### config.mk
export PLATFORM = sky130hd
export DESIGN_NAME = lcg64_tempered_random_generator
export DESIGN_NICKNAME = d
export VERILOG_FILES = /design/src/rtl/lcg64_pkg.sv /design/src/rtl/lcg64_front.sv /design/src/rtl/lcg64_queue.sv /design/src/rtl/lcg64_back.sv /design/src/rtl/lcg64_tempered_random_generator.sv
export SDC_FILE = /design/constraint.sdc
export NUM_CORES = 2
export LEC_CHECK = 0
export ABC_CLOCK_PERIOD_IN_PS = 34500
export BUFFER_PORTS_ARGS = -buffer_cell sky130_fd_sc_hd__buf_2
export CORE_MARGIN = 10
export CORE_UTILIZATION = 45
export CTS_CLUSTER_DIAMETER = 100
export DETAILED_ROUTE_END_ITERATION = 8
export GPL_ROUTABILITY_DRIVEN = 1
export GPL_TIMING_DRIVEN = 0
export SLEW_MARGIN = 20
export SYNTH_ARGS = -nofsm -noshare
export SYNTH_HDL_FRONTEND = slang
export SYNTH_SLANG_ARGS = --single-unit
export TNS_END_PERCENT = 20
### constraint.sdc
create_clock -name clk -period 34.5 [get_ports clk]
set_input_delay 1.725 -clock clk [delete_from_list [all_inputs] [get_ports clk]]
set_output_delay 1.725 -clock clk [all_outputs]
set_load 0.05 [all_outputs]
### src/rtl/lcg64_pkg.sv
// shared types and constants for the tempered lcg random generator
`default_nettype none

package lcg64_pkg;

    localparam int SEED_W  = 64;
    localparam int WORD_W  = 32;
    localparam int CMD_W   = 3;
    localparam int IN_W    = 288;

    // default depth of the command queue between front and back
    localparam int LCG_QUEUE_DEPTH = 2;

    // command codes as they arrive on the stream
    localparam logic [CMD_W-1:0] CMD_LOAD    = 3'd0;
    localparam logic [CMD_W-1:0] CMD_DERIVE  = 3'd1;
    localparam logic [CMD_W-1:0] CMD_DRAW32  = 3'd2;
    localparam logic [CMD_W-1:0] CMD_DRAW64  = 3'd3;
    localparam logic [CMD_W-1:0] CMD_BOUNDED = 3'd4;

    // decoded operation handed to the back end
    typedef enum logic [2:0] {
        OP_LOAD,
        OP_DERIVE,
        OP_DRAW32,
        OP_DRAW64,
        OP_BOUNDED,
        OP_NONE
    } op_t;

    // one queued request
    typedef struct packed {
        op_t               op;
        logic [SEED_W-1:0] opnd_a;
        logic [SEED_W-1:0] opnd_b;
        logic [SEED_W-1:0] opnd_c;
        logic [WORD_W-1:0] bound;
    } cmd_t;

endpackage

`default_nettype wire

### src/rtl/lcg64_front.sv
// front end: accepts requests, decodes the command and feeds the queue
`default_nettype none

module lcg64_front
    import lcg64_pkg::*;
(
    input  wire logic              s_tvalid,
    output logic                   s_tready,
    input  wire logic [IN_W-1:0]   s_tdata,
    input  wire logic [CMD_W-1:0]  s_tuser,
    input  wire logic              q_full,
    output logic                   q_push,
    output cmd_t                   q_entry
);

    op_t op;

    always_comb
    begin
        unique case (s_tuser)
            CMD_LOAD:    op = OP_LOAD;
            CMD_DERIVE:  op = OP_DERIVE;
            CMD_DRAW32:  op = OP_DRAW32;
            CMD_DRAW64:  op = OP_DRAW64;
            CMD_BOUNDED: op = OP_BOUNDED;
            default:     op = OP_NONE;
        endcase
    end

    always_comb
    begin
        q_entry.op     = op;
        // load carries its seed in the first operand slot
        q_entry.opnd_a = (op == OP_LOAD) ? s_tdata[63:0] : s_tdata[127:64];
        q_entry.opnd_b = s_tdata[191:128];
        q_entry.opnd_c = s_tdata[255:192];
        q_entry.bound  = s_tdata[287:256];
    end

    assign s_tready = !q_full;
    assign q_push   = s_tvalid && !q_full;

endmodule

`default_nettype wire

### src/rtl/lcg64_queue.sv
// short request queue between front and back end
`default_nettype none

module lcg64_queue
    import lcg64_pkg::*;
#(
    parameter int DEPTH = LCG_QUEUE_DEPTH
)
(
    input  wire logic clk,
    input  wire logic rst_n,
    input  wire logic push,
    input  wire cmd_t push_entry,
    output logic      full,
    input  wire logic pop,
    output cmd_t      head,
    output logic      not_empty
);

    localparam int PTR_W = (DEPTH > 1) ? $clog2(DEPTH) : 1;
    localparam int CNT_W = $clog2(DEPTH + 1);
    localparam logic [PTR_W-1:0] PTR_LAST = PTR_W'(DEPTH - 1);
    localparam logic [CNT_W-1:0] CNT_FULL = CNT_W'(DEPTH);

    cmd_t             slot_reg [DEPTH];
    logic [PTR_W-1:0] wr_ptr_reg;
    logic [PTR_W-1:0] rd_ptr_reg;
    logic [CNT_W-1:0] count_reg;

    assign full      = (count_reg == CNT_FULL);
    assign not_empty = (count_reg != '0);
    assign head      = slot_reg[rd_ptr_reg];

    always_ff @(posedge clk)
    begin
        if (push)
        begin
            slot_reg[wr_ptr_reg] <= push_entry;
        end
    end

    always_ff @(posedge clk or negedge rst_n)
    begin
        if (!rst_n)
        begin
            wr_ptr_reg <= '0;
            rd_ptr_reg <= '0;
            count_reg  <= '0;
        end
        else
        begin
            if (push)
            begin
                wr_ptr_reg <= (wr_ptr_reg == PTR_LAST) ? '0 : wr_ptr_reg + 1'b1;
            end
            if (pop)
            begin
                rd_ptr_reg <= (rd_ptr_reg == PTR_LAST) ? '0 : rd_ptr_reg + 1'b1;
            end
            if (push && !pop)
            begin
                count_reg <= count_reg + 1'b1;
            end
            else if (pop && !push)
            begin
                count_reg <= count_reg - 1'b1;
            end
        end
    end

endmodule

`default_nettype wire

### src/rtl/lcg64_back.sv
// back end: seed state, shared multiplier sequencer, tempering, divider, output register
`default_nettype none

module lcg64_back
    import lcg64_pkg::*;
(
    input  wire logic              clk,
    input  wire logic              rst_n,
    input  wire logic              cfg_valid,
    input  wire logic [SEED_W-1:0] cfg_data,
    input  wire logic              q_valid,
    input  wire cmd_t              q_head,
    output logic                   q_pop,
    output logic                   m_tvalid,
    input  wire logic              m_tready,
    output logic [SEED_W-1:0]      m_tdata,
    output logic                   m_terr
);

    localparam logic [SEED_W-1:0] LCG_MUL  = 64'd6364136223846793005;
    localparam logic [SEED_W-1:0] LCG_INC  = 64'd1;
    localparam logic [WORD_W-1:0] PRIME_X  = 32'd2521008887;
    localparam logic [WORD_W-1:0] PRIME_Y  = 32'd20996011;
    localparam logic [WORD_W-1:0] PRIME_Z  = 32'd3010349;
    localparam logic [WORD_W-1:0] TEMPER_B = 32'h9D2C5680;
    localparam logic [WORD_W-1:0] TEMPER_C = 32'hEFC60000;
    localparam logic [2:0] LAST_DRAW   = 3'd2;
    localparam logic [2:0] LAST_DERIVE = 3'd5;
    localparam logic [4:0] DIV_LAST    = 5'd31;

    typedef enum logic [2:0] {
        ST_IDLE,
        ST_MUL,
        ST_FLUSH,
        ST_SEED,
        ST_DIV,
        ST_OUT
    } state_t;

    function automatic logic [WORD_W-1:0] temper(input logic [WORD_W-1:0] w);
        logic [WORD_W-1:0] y;
        y = w;
        y = y ^ (y >> 11);
        y = y ^ ((y << 7) & TEMPER_B);
        y = y ^ ((y << 15) & TEMPER_C);
        y = y ^ (y >> 18);
        return y;
    endfunction

    state_t             state_reg, state_next;
    op_t                op_reg, op_next;
    logic [SEED_W-1:0]  opa_reg, opa_next;
    logic [SEED_W-1:0]  opb_reg, opb_next;
    logic [SEED_W-1:0]  opc_reg, opc_next;
    logic [WORD_W-1:0]  bound_reg, bound_next;
    logic [SEED_W-1:0]  seed_reg, seed_next;
    logic [SEED_W-1:0]  base_reg, base_next;
    logic [SEED_W-1:0]  acc_reg, acc_next;
    logic [2:0]         step_reg, step_next;
    logic [SEED_W-1:0]  prod_reg, prod_next;
    logic               prod_hi_reg, prod_hi_next;
    logic               prod_vld_reg, prod_vld_next;
    logic               half_reg, half_next;
    logic [SEED_W-1:0]  res_reg, res_next;
    logic               err_reg, err_next;
    logic [WORD_W-1:0]  rem_reg, rem_next;
    logic [WORD_W-1:0]  dvd_reg, dvd_next;
    logic [4:0]         cnt_reg, cnt_next;
    logic               out_valid_reg, out_valid_next;
    logic [SEED_W-1:0]  out_data_reg, out_data_next;
    logic               out_err_reg, out_err_next;

    logic [WORD_W-1:0]  mul_a, mul_b;
    logic               mul_hi;
    logic [SEED_W-1:0]  coord;
    logic [WORD_W-1:0]  prime;
    logic [SEED_W-1:0]  addend;
    logic [WORD_W-1:0]  word;
    logic [WORD_W:0]    rem_sh, rem_diff;
    logic [2:0]         step_last;

    // operand selection for the shared 32x32 multiplier
    always_comb
    begin
        case (step_reg[2:1])
            2'd0:    begin coord = opa_reg; prime = PRIME_X; end
            2'd1:    begin coord = opb_reg; prime = PRIME_Y; end
            default: begin coord = opc_reg; prime = PRIME_Z; end
        endcase
        if (op_reg == OP_DERIVE)
        begin
            // coordinate times prime: low half full, high half only its low word
            mul_hi = step_reg[0];
            mul_a  = step_reg[0] ? coord[63:32] : coord[31:0];
            mul_b  = prime;
        end
        else
        begin
            // seed times multiplier mod 2^64: lo*lo, lo*hi, hi*lo
            case (step_reg)
                3'd0:    begin mul_a = seed_reg[31:0];  mul_b = LCG_MUL[31:0];  mul_hi = 1'b0; end
                3'd1:    begin mul_a = seed_reg[31:0];  mul_b = LCG_MUL[63:32]; mul_hi = 1'b1; end
                default: begin mul_a = seed_reg[63:32]; mul_b = LCG_MUL[31:0];  mul_hi = 1'b1; end
            endcase
        end
    end

    assign step_last = (op_reg == OP_DERIVE) ? LAST_DERIVE : LAST_DRAW;
    assign addend    = prod_hi_reg ? {prod_reg[31:0], 32'd0} : prod_reg;
    assign word      = temper(acc_reg[63:32]);
    assign rem_sh    = {rem_reg, dvd_reg[WORD_W-1]};
    assign rem_diff  = rem_sh - {1'b0, bound_reg};
    assign q_pop     = (state_reg == ST_IDLE) && q_valid;

    always_comb
    begin
        state_next     = state_reg;
        op_next        = op_reg;
        opa_next       = opa_reg;
        opb_next       = opb_reg;
        opc_next       = opc_reg;
        bound_next     = bound_reg;
        seed_next      = seed_reg;
        base_next      = cfg_valid ? cfg_data : base_reg;
        acc_next       = prod_vld_reg ? acc_reg + addend : acc_reg;
        step_next      = step_reg;
        prod_next      = {32'd0, mul_a} * {32'd0, mul_b};
        prod_hi_next   = mul_hi;
        prod_vld_next  = (state_reg == ST_MUL);
        half_next      = half_reg;
        res_next       = res_reg;
        err_next       = err_reg;
        rem_next       = rem_reg;
        dvd_next       = dvd_reg;
        cnt_next       = cnt_reg;
        out_valid_next = (out_valid_reg && m_tready) ? 1'b0 : out_valid_reg;
        out_data_next  = out_data_reg;
        out_err_next   = out_err_reg;

        unique case (state_reg)
            ST_IDLE:
            begin
                if (q_valid)
                begin
                    op_next    = q_head.op;
                    opa_next   = q_head.opnd_a;
                    opb_next   = q_head.opnd_b;
                    opc_next   = q_head.opnd_c;
                    bound_next = q_head.bound;
                    step_next  = '0;
                    half_next  = 1'b0;
                    err_next   = 1'b0;
                    res_next   = '0;
                    unique case (q_head.op)
                        OP_LOAD:
                        begin
                            seed_next  = q_head.opnd_a;
                            res_next   = q_head.opnd_a;
                            state_next = ST_OUT;
                        end
                        OP_DERIVE:
                        begin
                            acc_next   = base_reg;
                            state_next = ST_MUL;
                        end
                        OP_DRAW32, OP_DRAW64, OP_BOUNDED:
                        begin
                            acc_next   = LCG_INC;
                            state_next = ST_MUL;
                        end
                        default:
                        begin
                            state_next = ST_OUT;
                        end
                    endcase
                end
            end
            ST_MUL:
            begin
                step_next = step_reg + 1'b1;
                if (step_reg == step_last)
                begin
                    state_next = ST_FLUSH;
                end
            end
            ST_FLUSH:
            begin
                // last partial product lands in the accumulator here
                state_next = ST_SEED;
            end
            ST_SEED:
            begin
                seed_next = acc_reg;
                case (op_reg)
                    OP_DERIVE:
                    begin
                        res_next   = acc_reg;
                        state_next = ST_OUT;
                    end
                    OP_DRAW64:
                    begin
                        if (!half_reg)
                        begin
                            res_next[31:0] = word;
                            half_next      = 1'b1;
                            acc_next       = LCG_INC;
                            step_next      = '0;
                            state_next     = ST_MUL;
                        end
                        else
                        begin
                            res_next[63:32] = word;
                            state_next      = ST_OUT;
                        end
                    end
                    OP_BOUNDED:
                    begin
                        if (bound_reg == '0)
                        begin
                            res_next   = '0;
                            err_next   = 1'b1;
                            state_next = ST_OUT;
                        end
                        else
                        begin
                            rem_next   = '0;
                            dvd_next   = word;
                            cnt_next   = '0;
                            state_next = ST_DIV;
                        end
                    end
                    default:
                    begin
                        res_next   = {32'd0, word};
                        state_next = ST_OUT;
                    end
                endcase
            end
            ST_DIV:
            begin
                // restoring remainder, one dividend bit per cycle
                rem_next = rem_diff[WORD_W] ? rem_sh[WORD_W-1:0] : rem_diff[WORD_W-1:0];
                dvd_next = {dvd_reg[WORD_W-2:0], 1'b0};
                cnt_next = cnt_reg + 1'b1;
                if (cnt_reg == DIV_LAST)
                begin
                    res_next   = {32'd0, rem_next};
                    state_next = ST_OUT;
                end
            end
            ST_OUT:
            begin
                if (!out_valid_reg || m_tready)
                begin
                    out_valid_next = 1'b1;
                    out_data_next  = res_reg;
                    out_err_next   = err_reg;
                    state_next     = ST_IDLE;
                end
            end
            default:
            begin
                state_next = ST_IDLE;
            end
        endcase
    end

    always_ff @(posedge clk or negedge rst_n)
    begin
        if (!rst_n)
        begin
            state_reg     <= ST_IDLE;
            op_reg        <= OP_NONE;
            opa_reg       <= '0;
            opb_reg       <= '0;
            opc_reg       <= '0;
            bound_reg     <= '0;
            seed_reg      <= '0;
            base_reg      <= '0;
            acc_reg       <= '0;
            step_reg      <= '0;
            prod_reg      <= '0;
            prod_hi_reg   <= 1'b0;
            prod_vld_reg  <= 1'b0;
            half_reg      <= 1'b0;
            res_reg       <= '0;
            err_reg       <= 1'b0;
            rem_reg       <= '0;
            dvd_reg       <= '0;
            cnt_reg       <= '0;
            out_valid_reg <= 1'b0;
            out_data_reg  <= '0;
            out_err_reg   <= 1'b0;
        end
        else
        begin
            state_reg     <= state_next;
            op_reg        <= op_next;
            opa_reg       <= opa_next;
            opb_reg       <= opb_next;
            opc_reg       <= opc_next;
            bound_reg     <= bound_next;
            seed_reg      <= seed_next;
            base_reg      <= base_next;
            acc_reg       <= acc_next;
            step_reg      <= step_next;
            prod_reg      <= prod_next;
            prod_hi_reg   <= prod_hi_next;
            prod_vld_reg  <= prod_vld_next;
            half_reg      <= half_next;
            res_reg       <= res_next;
            err_reg       <= err_next;
            rem_reg       <= rem_next;
            dvd_reg       <= dvd_next;
            cnt_reg       <= cnt_next;
            out_valid_reg <= out_valid_next;
            out_data_reg  <= out_data_next;
            out_err_reg   <= out_err_next;
        end
    end

    assign m_tvalid = out_valid_reg;
    assign m_tdata  = out_data_reg;
    assign m_terr   = out_err_reg;

endmodule

`default_nettype wire

### src/rtl/lcg64_tempered_random_generator.sv
// top level of the 64-bit lcg random generator with tempered output
// the back end takes one request at a time and finishes it before popping the next;
// derive and the draws use the shared 32x32 multiplier, bounded draw also the divider
// the queue takes new requests while the back end works or a result waits, until it is full
// async active-low reset clears seed, base seed, queue and output valid
`default_nettype none

module lcg64_tempered_random_generator
    import lcg64_pkg::*;
#(
    parameter int QUEUE_DEPTH = LCG_QUEUE_DEPTH
)
(
    input  wire logic              clk,
    input  wire logic              rst_n,
    // request stream
    input  wire logic              s_tvalid,
    output logic                   s_tready,
    input  wire logic [IN_W-1:0]   s_tdata,   // seed_value, chunk_x, chunk_y, chunk_z, bound
    input  wire logic [CMD_W-1:0]  s_tuser,   // command
    // result stream
    output logic                   m_tvalid,
    input  wire logic              m_tready,
    output logic [SEED_W-1:0]      m_tdata,   // value
    output logic [0:0]             m_tuser,   // divide_error
    // base seed write channel
    input  wire logic              cfg_valid,
    output logic                   cfg_ready,
    input  wire logic [SEED_W-1:0] cfg_data
);

    // front to queue
    logic q_push;
    logic q_full;
    cmd_t q_entry;

    // queue to back
    logic q_valid;
    logic q_pop;
    cmd_t q_head;

    logic m_err;

    // base seed is always writable
    assign cfg_ready = 1'b1;

    // decode the command and push into the queue
    lcg64_front u_front
    (
        .s_tvalid (s_tvalid),
        .s_tready (s_tready),
        .s_tdata  (s_tdata),
        .s_tuser  (s_tuser),
        .q_full   (q_full),
        .q_push   (q_push),
        .q_entry  (q_entry)
    );

    // short queue so the front keeps taking requests while the back is busy
    lcg64_queue #(
        .DEPTH (QUEUE_DEPTH)
    ) u_queue
    (
        .clk        (clk),
        .rst_n      (rst_n),
        .push       (q_push),
        .push_entry (q_entry),
        .full       (q_full),
        .pop        (q_pop),
        .head       (q_head),
        .not_empty  (q_valid)
    );

    // seed update, tempering, remainder and the output register
    lcg64_back u_back
    (
        .clk       (clk),
        .rst_n     (rst_n),
        .cfg_valid (cfg_valid && cfg_ready),
        .cfg_data  (cfg_data),
        .q_valid   (q_valid),
        .q_head    (q_head),
        .q_pop     (q_pop),
        .m_tvalid  (m_tvalid),
        .m_tready  (m_tready),
        .m_tdata   (m_tdata),
        .m_terr    (m_err)
    );

    assign m_tuser = m_err;

    // a zero-bound error always comes with a zero value
    assert property (@(posedge clk) disable iff (!rst_n)
        m_tvalid && m_tuser[0] |-> m_tdata == '0)
        else $error("divide error with nonzero value");

    // a full queue is never empty
    assert property (@(posedge clk) disable iff (!rst_n)
        !s_tready |-> q_valid)
        else $error("request stalled with empty queue");

    // back end only pops a queue entry that is there
    assert property (@(posedge clk) disable iff (!rst_n)
        q_pop |-> q_valid)
        else $error("pop from empty queue");

    // the queue fills only through an accepted request
    assert property (@(posedge clk) disable iff (!rst_n)
        $fell(s_tready) |-> $past(q_push))
        else $error("queue filled without a push");

endmodule

`default_nettype wire

# --- Word level (Yosys, flattened, before mapping) ---
# Memory sizes are Yosys's and may differ from the RTL's.
# Index checks and enable logic that the tools add are counted.
totals:
  ff_bits: 696
  ramBits: 454
  output_inout_bits: 68
  elab_cells: 178
  mem_count: 1
memory_table:
  columns: ["name", "depth", "word_bits", "rd", "rd_clocked_by_memory_dff", "wr", "line", "rtl"]
  rows:
  - ["u_queue.slot_reg", 2, 227, 1, 0, 1, "lcg64_queue.sv:25", "cmd_t slot_reg [DEPTH];"]
op_classes:
  add_sub_neg: 8
  n_mul: 1
  n_eq_ne: 34
  muxes: 68
  bitwise_logic: 4
  reduce_logical: 36
ops:
  columns: ["op", "n"]
  rows:
  - ["$mux W64", 12]
  - ["$pmux W64 S2", 4]
  - ["$pmux W64 S3", 2]
  - ["$mux W32", 11]
  - ["$pmux W32 S2", 3]
  - ["$add A64 B64 Y64", 1]
  - ["$mul A32 B32 Y64", 1]
  - ["$xor A32 B32 Y32", 2]
  - ["$sub A33 B32 Y33", 1]
  - ["$logic_not A32 Y1", 1]
  - ["$xor A32 B14 Y32", 1]
  - ["$xor A32 B21 Y32", 1]
  - ["$mux W3", 10]
  - ["$mux W29", 1]
  - ["$eq A3 B2 Y1 const B", 7]
  - ["$pmux W3 S6", 1]
  - ["$eq A3 B1 Y1 const B", 5]
  - ["$eq A3 B3 Y1 const B", 5]
  - ["$logic_not A3 Y1", 5]
  - ["$pmux W3 S5", 1]
  - ["$mux W1", 14]
  - ["$reduce_and A4 Y1", 3]
  - ["$mux W5", 2]
  - ["$ne A2 B1 Y1 const B", 5]
  - ["29 further kinds", 52]

# --- Logic depth before layout (Yosys ltp) ---
logic_depth:
  ltp_word: 7
  ltp_mapped: 39

# --- Modules after synthesis ---
# A second synthesis with hierarchy kept.
unflattened:
  cells_unflattened: 8317
  hier_area_um2: 85687.2
by_module_without_submodules:
  columns: ["mod", "n_inst", "cells_per_inst", "area_each_um2"]
  rows:
  - ["lcg64_back", 1, 7357, 66986.7]
  - ["lcg64_queue", 1, 722, 16656.0]
  - ["lcg64_front", 1, 236, 2033.2]
  - ["lcg64_tempered_random_generator", 1, 2, 11.3]

# --- Worst setup path after synthesis ---
# No wires, ideal clock.
synth_timing:
  kind: "input-to-reg"
  start: "input s_tvalid"
  end: "memory u_queue.slot_reg[0][0] in the netlist's numbering (enable)"
  setup_time_ps: 820
  t_arrival_ps: 11245
  t_required_ps: 33680
  path_slack_ps: 22435
  stages: 2
  path_cell_list: "nand2_1 -> nor2_1"
synth_via:
  elab_chain_len: 3
synth_lines:
  columns: ["element", "line", "rtl"]
  rows:
  - ["start: declaration", "lcg64_tempered_random_generator.sv:17", "input wire logic s_tvalid,"]
  - ["$logic_and A1 B1 Y1", "lcg64_front.sv:41", "assign q_push = s_tvalid && !q_full;"]
  - ["$mux W1", "lcg64_queue.sv:36", "if (push)"]
  - ["$mux W1 (implied by the code)", "lcg64_queue.sv:38", "slot_reg[wr_ptr_reg] <= push_entry;"]
  - ["end: declaration", "lcg64_queue.sv:25", null]
# Every way passes these cells.

# --- Worst setup path after layout ---
layout_timing:
  start: "register u_back.step_reg[1]"
  end: "register u_back.prod_reg[61]"
layout_via:
  elab_chain_len: 5
  word_cells_on_any_way: 13
  classes_between: "mul: 1; eq/ne: 2; mux: 7; reduce/logical: 3"
layout_lines:
  columns: ["element", "line", "rtl"]
  rows:
  - ["start: declaration", "lcg64_back.sv:59", "logic [2:0] step_reg, step_next;"]
  - ["start signal: assignment", "lcg64_back.sv:306", "step_reg <= step_next;"]
  - ["$eq A2 B1 Y1, or another cell as far along", "lcg64_back.sv:85", "case (step_reg[2:1])"]
  - ["$pmux W64 S2 or $reduce_or A2 Y1 (tied branches)", null, null]
  - ["$mux W32 (on tied branches)", "lcg64_back.sv:94, lcg64_back.sv:100", null]
  - ["$mux W32", "lcg64_back.sv:90", "if (op_reg == OP_DERIVE)"]
  - ["$mul A32 B32 Y64 (*)", "lcg64_back.sv:127", "prod_next = {32'd0, mul_a} * {32'd0, mul_b};"]
  - ["net u_back.prod_next[61]", "lcg64_back.sv:60", "logic [SEED_W-1:0] prod_reg, prod_next;"]
  - ["end signal: assignment", "lcg64_back.sv:307", "prod_reg <= prod_next;"]
  - ["end: declaration", "lcg64_back.sv:60", null]
# The timed path passes the listed nets; every way through them passes the cells marked *.
# A chain may end at the register's enable or synchronous reset.

==> flow_metrics.py <==
metrics = {
    "outcome": {
        "status": "complete, no violations",
    },
    "grt": {
        "grt_max_degree": 102,
        "grt_overflow": 0,
        "grt_usage_pct": 34.1,
        "antenna_found_initial": 20,
        "grt_pass1_wl_um": 493000,
        "grt_pass1_vias": 66800,
    },
    "worst_setup_path": {
        "reg2reg_slack_ns": 20.11,
        "cpMaxStageDelayCell": "nor2b_1",
        "rr_worst_depth": 35,
        "critPathArrivalTime_ns": 14.94,
        "rr_startpoint": "u_back.step_reg[1]$_DFFE_PN0P_",
        "worstPathRequired_ns": 35.06,
        "critPathCaptureType": "flip-flop",
        "cp_common_cell": "fa_1",
        "crit_fanout": 11,
        "slowest_delay_ns": 0.97,
        "path_class": "flip-flop to flip-flop",
        "critPathLaunchType": "flip-flop",
        "r2r_end": "u_back.prod_reg[61]$_DFF_PN0_",
    },
    "timing": {
        "drv_slew": 0,
        "timing.hold.ws_ns": 0.475,
        "fin_skew_ns": 0.0762,
        "hold_violations": 0,
        "relSlewSlack_pct": 9.35,
        "rsz0062_at_grt": "no",
        "final.setup.tns_ns": 0,
        "layout_min_cycle_time_ns": 14.39,
        "setup-violations-final": 0,
        "period_share_pct": 41.7,
        "fmax_mhz": 69.5,
        "worst_slew_pin_slew_ns": 1.36,
    },
    "floorplan": {
        "pin_count": 428,
        "coreArea_mm2": 0.185,
        "row_count": 158,
        "fp.dieW_um": 451,
        "start_util_pct": 45.2,
        "die_h_um": 451,
        "dieArea_mm2": 0.204,
    },
    "clock_network": {
        "ctsResizeCount": 0,
        "clockRootBuffer": "clkbuf_16",
        "ctsHoldBuffers": 0,
        "numCtsBuffers": 130,
        "clkTransAtPathRegs_ns": 0.06,
        "clock_latency_ns": 0.81,
        "cts_buffer_depth": 3,
        "clkSinkCount": 1150,
        "cts_setup_buffers": 0,
        "htreeDepth": 4,
        "cts_tree": "built",
    },
    "synth": {
        "synth_seq_cells": 1150,
        "synthTopCellsByArea": "dfrtp_1 21%, fa_1 20%, edfxtp_1 16%",
        "netlist_area_mm2": 0.0836,
        "synthFlopType": "dfrtp_1",
        "synthArstFlopShare_pct": 60.5,
        "synth_top_area_cell": "dfrtp_1",
        "seq_area_frac_synth_pct": 37.1,
        "syn_inst": 7996,
        "synth-edff-count": 454,
        "synth_top_area_share_pct": 20.8,
        "avgSynthCellArea_um2": 10.5,
        "yosys_warnings": 0,
        "synth.distinct_cells": 104,
    },
    "drt": {
        "dr.pass1.iters": 6,
        "drt-vias-per-instance": 5.77,
        "drc": 0,
        "wl_um": 353000,
        "vias": 64600,
        "ant_nets": 0,
        "drtIter0Drc": 6804,
        "wl_per_cell_um": 31.6,
    },
    "finish": {
        "final_common_cell": "inv_1",
        "stdcell_count": 11200,
        "largest_reg_flops": 454,
        "fillerInstances": 17300,
        "multi_input_area_mm2": 0.0470,
        "drive_gt1_share_pct": 12.6,
        "nets": 10200,
        "synthToLayoutAreaGrowth_pct": 13.0,
        "register_area_mm2": 0.0311,
        "layout_common_cells": "1,141 x inv_1, 848 x fa_1, 749 x nor2_1",
    },
    "placement": {
        "dp_cells": 11000,
        "portBuffers": 425,
        "gp_congestion": 1.06,
        "hpwl_um": 294000,
    },
    "flow_run": {
        "max-cap-violations": 0,
    },
    "min_path": {
        "hold_path_class": "flip-flop to flip-flop",
        "whs_endpoint": "u_back.acc_reg[33]$_DFF_PN0_",
        "holdPathStages": 2,
        "min-delay-start": "u_back.base_reg[33]$_DFFE_PN0P_",
    },
}
## through the flow
step | cell area, um2 | util [%] | setup slack (ns)
detailed placement | 90100 | 48.7 | 20.86
floorplan | 83600 | - | 22.44
global route | 94500 | 51.1 | 20.02
global placement | 88900 | 48.0 | 16.21
CTS | 94500 | 51.1 | 20.77
finish | 94500 | 51.1 | 20.11
## cell families after synthesis
logic type,Yosys count,share of synthesized area [%]
buffers and inverters,1555,7.06
AND/OR/NAND/NOR,1775,8.97
multiplexers,597,7.48
adder cells (fa/ha/maj),1255,26.4
XOR/XNOR,231,2.44
flip-flops,1150,37.1
AO/OA/AOI/OAI,1431,10.5
other,2,0.00898
## worst max path at each step
| stage | startpoint | to | depth (start not counted) |
|---|---|---|---|
| after CTS | u_back.step_reg[1]$_DFFE_PN0P_ | u_back.prod_reg[61]$_DFF_PN0_ | 35 |
| final | u_back.step_reg[1]$_DFFE_PN0P_ | u_back.prod_reg[61]$_DFF_PN0_ | 35 |
| after detailed placement | u_back.step_reg[1]$_DFFE_PN0P_ | u_back.prod_reg[61]$_DFF_PN0_ | 37 |
| after global placement | s_tvalid | u_queue.slot_reg[0][199]$_DFFE_PP_ | 3 |
| after floorplan | s_tvalid | u_queue.slot_reg[0][0]$_DFFE_PP_ | 2 |
| after global routing | u_back.step_reg[1]$_DFFE_PN0P_ | u_back.prod_reg[61]$_DFF_PN0_ | 37 |
## critical path, delay by kind of cell, from the launching register on
family | cells | cell delay [ns]
and+or+nand+nor | 10 | 3.74
DFF | 1 | 0.39
adders and majority gates | 10 | 4.82
buffers and inverters | 11 | 3.41
AOI/OAI and AO/OA | 3 | 1.09
xor gates and xnor gates | 1 | 0.58
## layer usage
metal  track usage [%]  routed length (um)  vias up
met1              43.5              140000    32900
met3              8.48               30600      858
li1                  -                   -    27700
met5                 0                  52        -
met4              21.6               27400        8
met2              51.8              156000     3160
## area by class of cell
| class | count | share of cell area (%) |
|---|---|---|
| multi-input cells | 5292 | 49.7 |
| diodes | 10 | 0.0265 |
| inverters | 1154 | 4.58 |
| well taps | 2480 | 3.28 |
| clock inverters | 61 | 0.819 |
| clock buffers | 174 | 3.86 |
| flip-flops and latches | 1150 | 32.8 |
| repair buffers | 475 | 3.21 |
| plain buffers | 401 | 1.69 |
## cells in the mapped netlist (61+ instances only)
cell type / number
nand2_1: 658
ha_1: 407
mux2i_1: 371
dfrtp_1: 694
edfxtp_1: 454
o21ai_0: 249
nand3_1: 61
a21o_1: 87
xor2_1: 103
a21oi_1: 594
clkbuf_1: 333
o211ai_1: 68
inv_1: 1141
nor2_1: 754
fa_1: 848
xnor2_1: 126
mux2_2: 226
a22oi_1: 64
a31oi_1: 63
Power is left out: the tool's default activity adds up to more than one toggle a clock period on the data nets, which glitch-free logic cannot reach.
